### config.mk
export PLATFORM = sky130hd
export DESIGN_NAME = aat_ram
export DESIGN_NICKNAME = d
export VERILOG_FILES = /design/src/assertion_attempt_tracker_unit_assert.svh /design/src/aat_ram.sv
export SDC_FILE = /design/constraint.sdc
export NUM_CORES = 2
export LEC_CHECK = 0
export BUFFER_PORTS_ARGS = -buffer_cell sky130_fd_sc_hd__clkbuf_2
export CORE_AREA = 2 2 601 483
export CTS_BUF_LIST = sky130_fd_sc_hd__clkbuf_8
export DETAILED_ROUTE_END_ITERATION = 8
export DIE_AREA = 0 0 603 485
export PLACE_DENSITY_LB_ADDON = 0.2
export SLEW_MARGIN = 20
export SYNTH_ARGS = -nofsm -noshare
export SYNTH_HDL_FRONTEND = slang
export SYNTH_SLANG_ARGS = --single-unit
export TNS_END_PERCENT = 30
### constraint.sdc
create_clock -name clk_i -period 5.29 [get_ports clk_i]
set_input_delay 0.2645 -clock clk_i [delete_from_list [all_inputs] [get_ports clk_i]]
set_output_delay 0.2645 -clock clk_i [all_outputs]
set_load 0.01 [all_outputs]
### src/assertion_attempt_tracker_unit_assert.svh
// ----------------------------------------------------------------------------
// Assertion macros for the attempt tracker
// Clocked on clk_i and disabled while rst_ni is low.
// ----------------------------------------------------------------------------
`ifndef ASSERTION_ATTEMPT_TRACKER_UNIT_ASSERT_SVH
`define ASSERTION_ATTEMPT_TRACKER_UNIT_ASSERT_SVH
`ifndef ASSERT_OFF
`define AAT_ASSERT(label, prop) \
  label: assert property (@(posedge clk_i) disable iff (!rst_ni) prop) \
    else $error("attempt tracker assertion failed");
`define AAT_NEVER(label, expr) \
  label: assert property (@(posedge clk_i) disable iff (!rst_ni) !(expr)) \
    else $error("attempt tracker forbidden condition");
`else
`define AAT_ASSERT(label, prop)
`define AAT_NEVER(label, expr)
`endif
`endif

### src/aat_ram.sv
// ----------------------------------------------------------------------------
// aat_ram
// Generic one-write, one-read RAM with registered read data.
// ----------------------------------------------------------------------------
`default_nettype none
module aat_ram #(
  parameter int Width = 64,
  parameter int Depth = 64
) (
  input  wire logic                     clk_i,
  input  wire logic                     we_i,
  input  wire logic [$clog2(Depth)-1:0] waddr_i,
  input  wire logic [Width-1:0]         wdata_i,
  input  wire logic                     re_i,
  input  wire logic [$clog2(Depth)-1:0] raddr_i,
  output logic      [Width-1:0]         rdata_o
);

  logic [Width-1:0] mem_q [Depth];

  // write port
  always_ff @(posedge clk_i) begin
    if (we_i) begin
      mem_q[waddr_i] <= wdata_i;
    end
  end

  // registered read port
  always_ff @(posedge clk_i) begin
    if (re_i) begin
      rdata_o <= mem_q[raddr_i];
    end
  end

endmodule
`default_nettype wire

==> metrics.yaml <==
final_net_count: 7400
finalSetupViolCount: 0
synth_edf_count: 4160
holdCritPathClass: "input pin to register"
drv_cap: 0
mostFrequentLayoutCells: "edfxtp_1 (4160), mux4_2 (1024), clkbuf_8 (643)"
syn_inst: 6598
r2r-end: "rdata_o[44]"
hold_viol: 122
wl_met2_mm: 196
io_pins: 143
p_per_area_mw_per_mm2: 362
muxShareOfSynthArea_pct: 15.6
worstReg2RegStart: "mem_q[8][44]"
rr_worst_depth: 5
finalCritPeriodShare_pct: 54.8
grt_max_degree: 96
max_slew_margin_pct: 17.4
yosysUniqueCellTypes: 32
post_cts_buffers: 0
fmax_ghz: 0.345
crit_required_ps: 5920
drt-total-wl_mm: 424
avgSynthCellArea_um2: 23.8
cp_slowest_cell: "nand3_1"
path_clk_slew_ps: 80
synth_flop_cell: "edfxtp_1"
dieArea_mm2: 0.292
critical_path_class: "input pin to register"
yosysSeqAreaShare_pct: 79.6
clock_path_buffers: 4
power_uw: 63800
drt-met1-wl_mm: 168
root_buffer: "clkbuf_8"
drc_errors: 0
peakVddDrop_uv: 279
place_area_mm2: 0.164
wl_met3_mm: 44.6
arrival_ps: 3530
finalCriticalPeriod_ps: 2900
syn-num-nets: 6677
start_util_pct: 54.8
cpMostUsedCell: "buf_4"
timing.hold.ws_ps: -24.0
worstSetupStartpointType: "input pin"
cp.depth: 7
rsz0062_at_grt: "no"
dp_hpwl_mm: 225
die_w_um: 603
cpPeakStageDelay_ps: 750
numPortBuffers: 142
cts_max_level: 6
antenna_found_initial: 33
cts_sinks: 4160
top_layer: "met5"
syn_area_mm2: 0.157
crit_family: "buffers and inverters"
rows: 176
die_y_um: 485
yosys.area_share.simple_pct: 1.23
ys_warn_count: 0
tns_ps: 0
final_common_cell: "edfxtp_1"
drtIter0Drc: 10688
drive_above_1_share_pct: 29.3
first_pass_iters: 6
crit_path_start: "waddr_i[2]"
maxSlewViolCount: 0
synth_fa_ha_area_share_pct: 0
cp-end-kind: "register"
drtAntennaViolNets: 0
cts_made_buffers: 626
synth-compound-area-share_pct: 2.47
design_area_mm2: 0.176
r2r_slack_ps: 2750
crit_end: "mem_q[3][19]"
path_max_fanout: 23
synth_seq_cells: 4160
grtUsageTotal_pct: 29.0
critPathBufInv: 4
routabilityCongestion: 0.809
violations: "hold timing"
synth_xor_area_share_pct: 0
clock_skew_ps: 65.8
grt_overflow_total: 0
via_per_inst: 6.65
synth_top_family_by_area: "multiplexers"
worstSkewPairLatency_ps: 1070
postSynth.asyncResetShare_pct: 0
leakagePower_uw: 0.0555
via_count: 77122
crit_chain: "dlygate4sd3_1, clkbuf_2, nor2b_1, nand3_1, nor2_4, buf_4, buf_4"
worst-slew-pin-transition_ps: 1240
post_drt_wl_per_cell_um: 36.5
grt_pass1_wl_mm: 590
core-area_mm2: 0.286
grt_pass1_vias: 76585
cts_tree: "yes"
area_growth_pct: 12.2
status: "finished with violations"
-- logic make-up after synthesis --
| group | Yosys count |
|---|---|
| AOI/OAI and AO/OA | 504 |
| buffers and inverters | 389 |
| DFF | 4160 |
| muxes | 1159 |
| and+or+nand+nor | 386 |
-- cell usage after synthesis, types with 6 or more instances --
library cell	number	area share, %
mux2i_1	135	0.86
a22o_1	88	0.49
clkbuf_1	140	0.33
a22oi_1	168	0.80
edfxtp_1	4160	80
buf_1	20	0.048
o221ai_1	38	0.21
or2_2	28	0.11
nand2b_1	11	0.044
a31oi_1	18	0.072
buf_2	170	0.54
o22ai_1	83	0.33
buf_4	34	0.16
inv_1	19	0.045
or3_1	29	0.12
a41oi_1	26	0.15
nand2_1	58	0.14
nor2b_1	28	0.11
nor2_1	112	0.27
and3_1	64	0.26
buf_6	6	0.043
a211oi_1	63	0.30
mux4_2	1024	15
a2bb2oi_1	19	0.11
nand3_1	45	0.14
-- registers in the layout, indices dropped and copies added, names as in the netlist --
signal,cells
mem_q,4096
rdata_o,64
-- layout make-up --
type                    instances  area [µm²]
flip-flops and latches       4160      125000
fillers                     19466      110000
multi-input cells            2049       30800
clock buffers                 643        8850
well taps                    3827        4790
repair buffers                465        4510
clock inverters               432        2180
inverters                      19        71.3
diodes                          9        22.5
-- where the power goes --
part           switching, µW  total (µW)  internal [µW]  leakage (µW)
sequential               144       36700          36600        0.0375
clock                  12100       23900          11800       0.00632
combinational           1980        3160           1190        0.0117
total                  14200       63800          49600        0.0555
-- worst min path at each step --
stage	from	endpoint	slack [ps]	depth (start not counted)
after floorplan	wdata_i[0]	mem_q[0][0]	360	0
after global placement	rdata_o[14]	rdata_o[14]	700	1
after detailed placement	rdata_o[14]	rdata_o[14]	700	1
after CTS	waddr_i[1]	mem_q[48][18]	10	3
after global routing	wdata_i[8]	mem_q[58][8]	-3	1
final	wdata_i[26]	mem_q[44][26]	-20	1
-- metal layers --
metal / track usage, % / up-vias
met4: 9.61 / 16
met5: 0 / -
li1: - / 30058
met2: 44.0 / 4687
met1: 43.1 / 41644
met3: 5.63 / 717
-- metrics by stage --
| step | hold slack [ps] | util (%) | std cells | setup WS [ps] |
|---|---|---|---|---|
| after floorplan | 363 | - | 6598 | -404 |
| after global placement | 695 | 57.3 | 10455 | 1400 |
| after detailed placement | 703 | 57.4 | 10459 | 1860 |
| after CTS | 13.0 | 61.3 | 11554 | 2520 |
| after global routing | -3.40 | 61.5 | 11598 | 2430 |
| final | -24.0 | 61.5 | 11604 | 2390 |
-- timing repair --
action,4_1_cts,5_1_grt
hold buffers,20,38
resized for setup,0,0
endpoints found under the hold margin,1005,1831
Note: power is estimated with default switching activity, not from simulation.
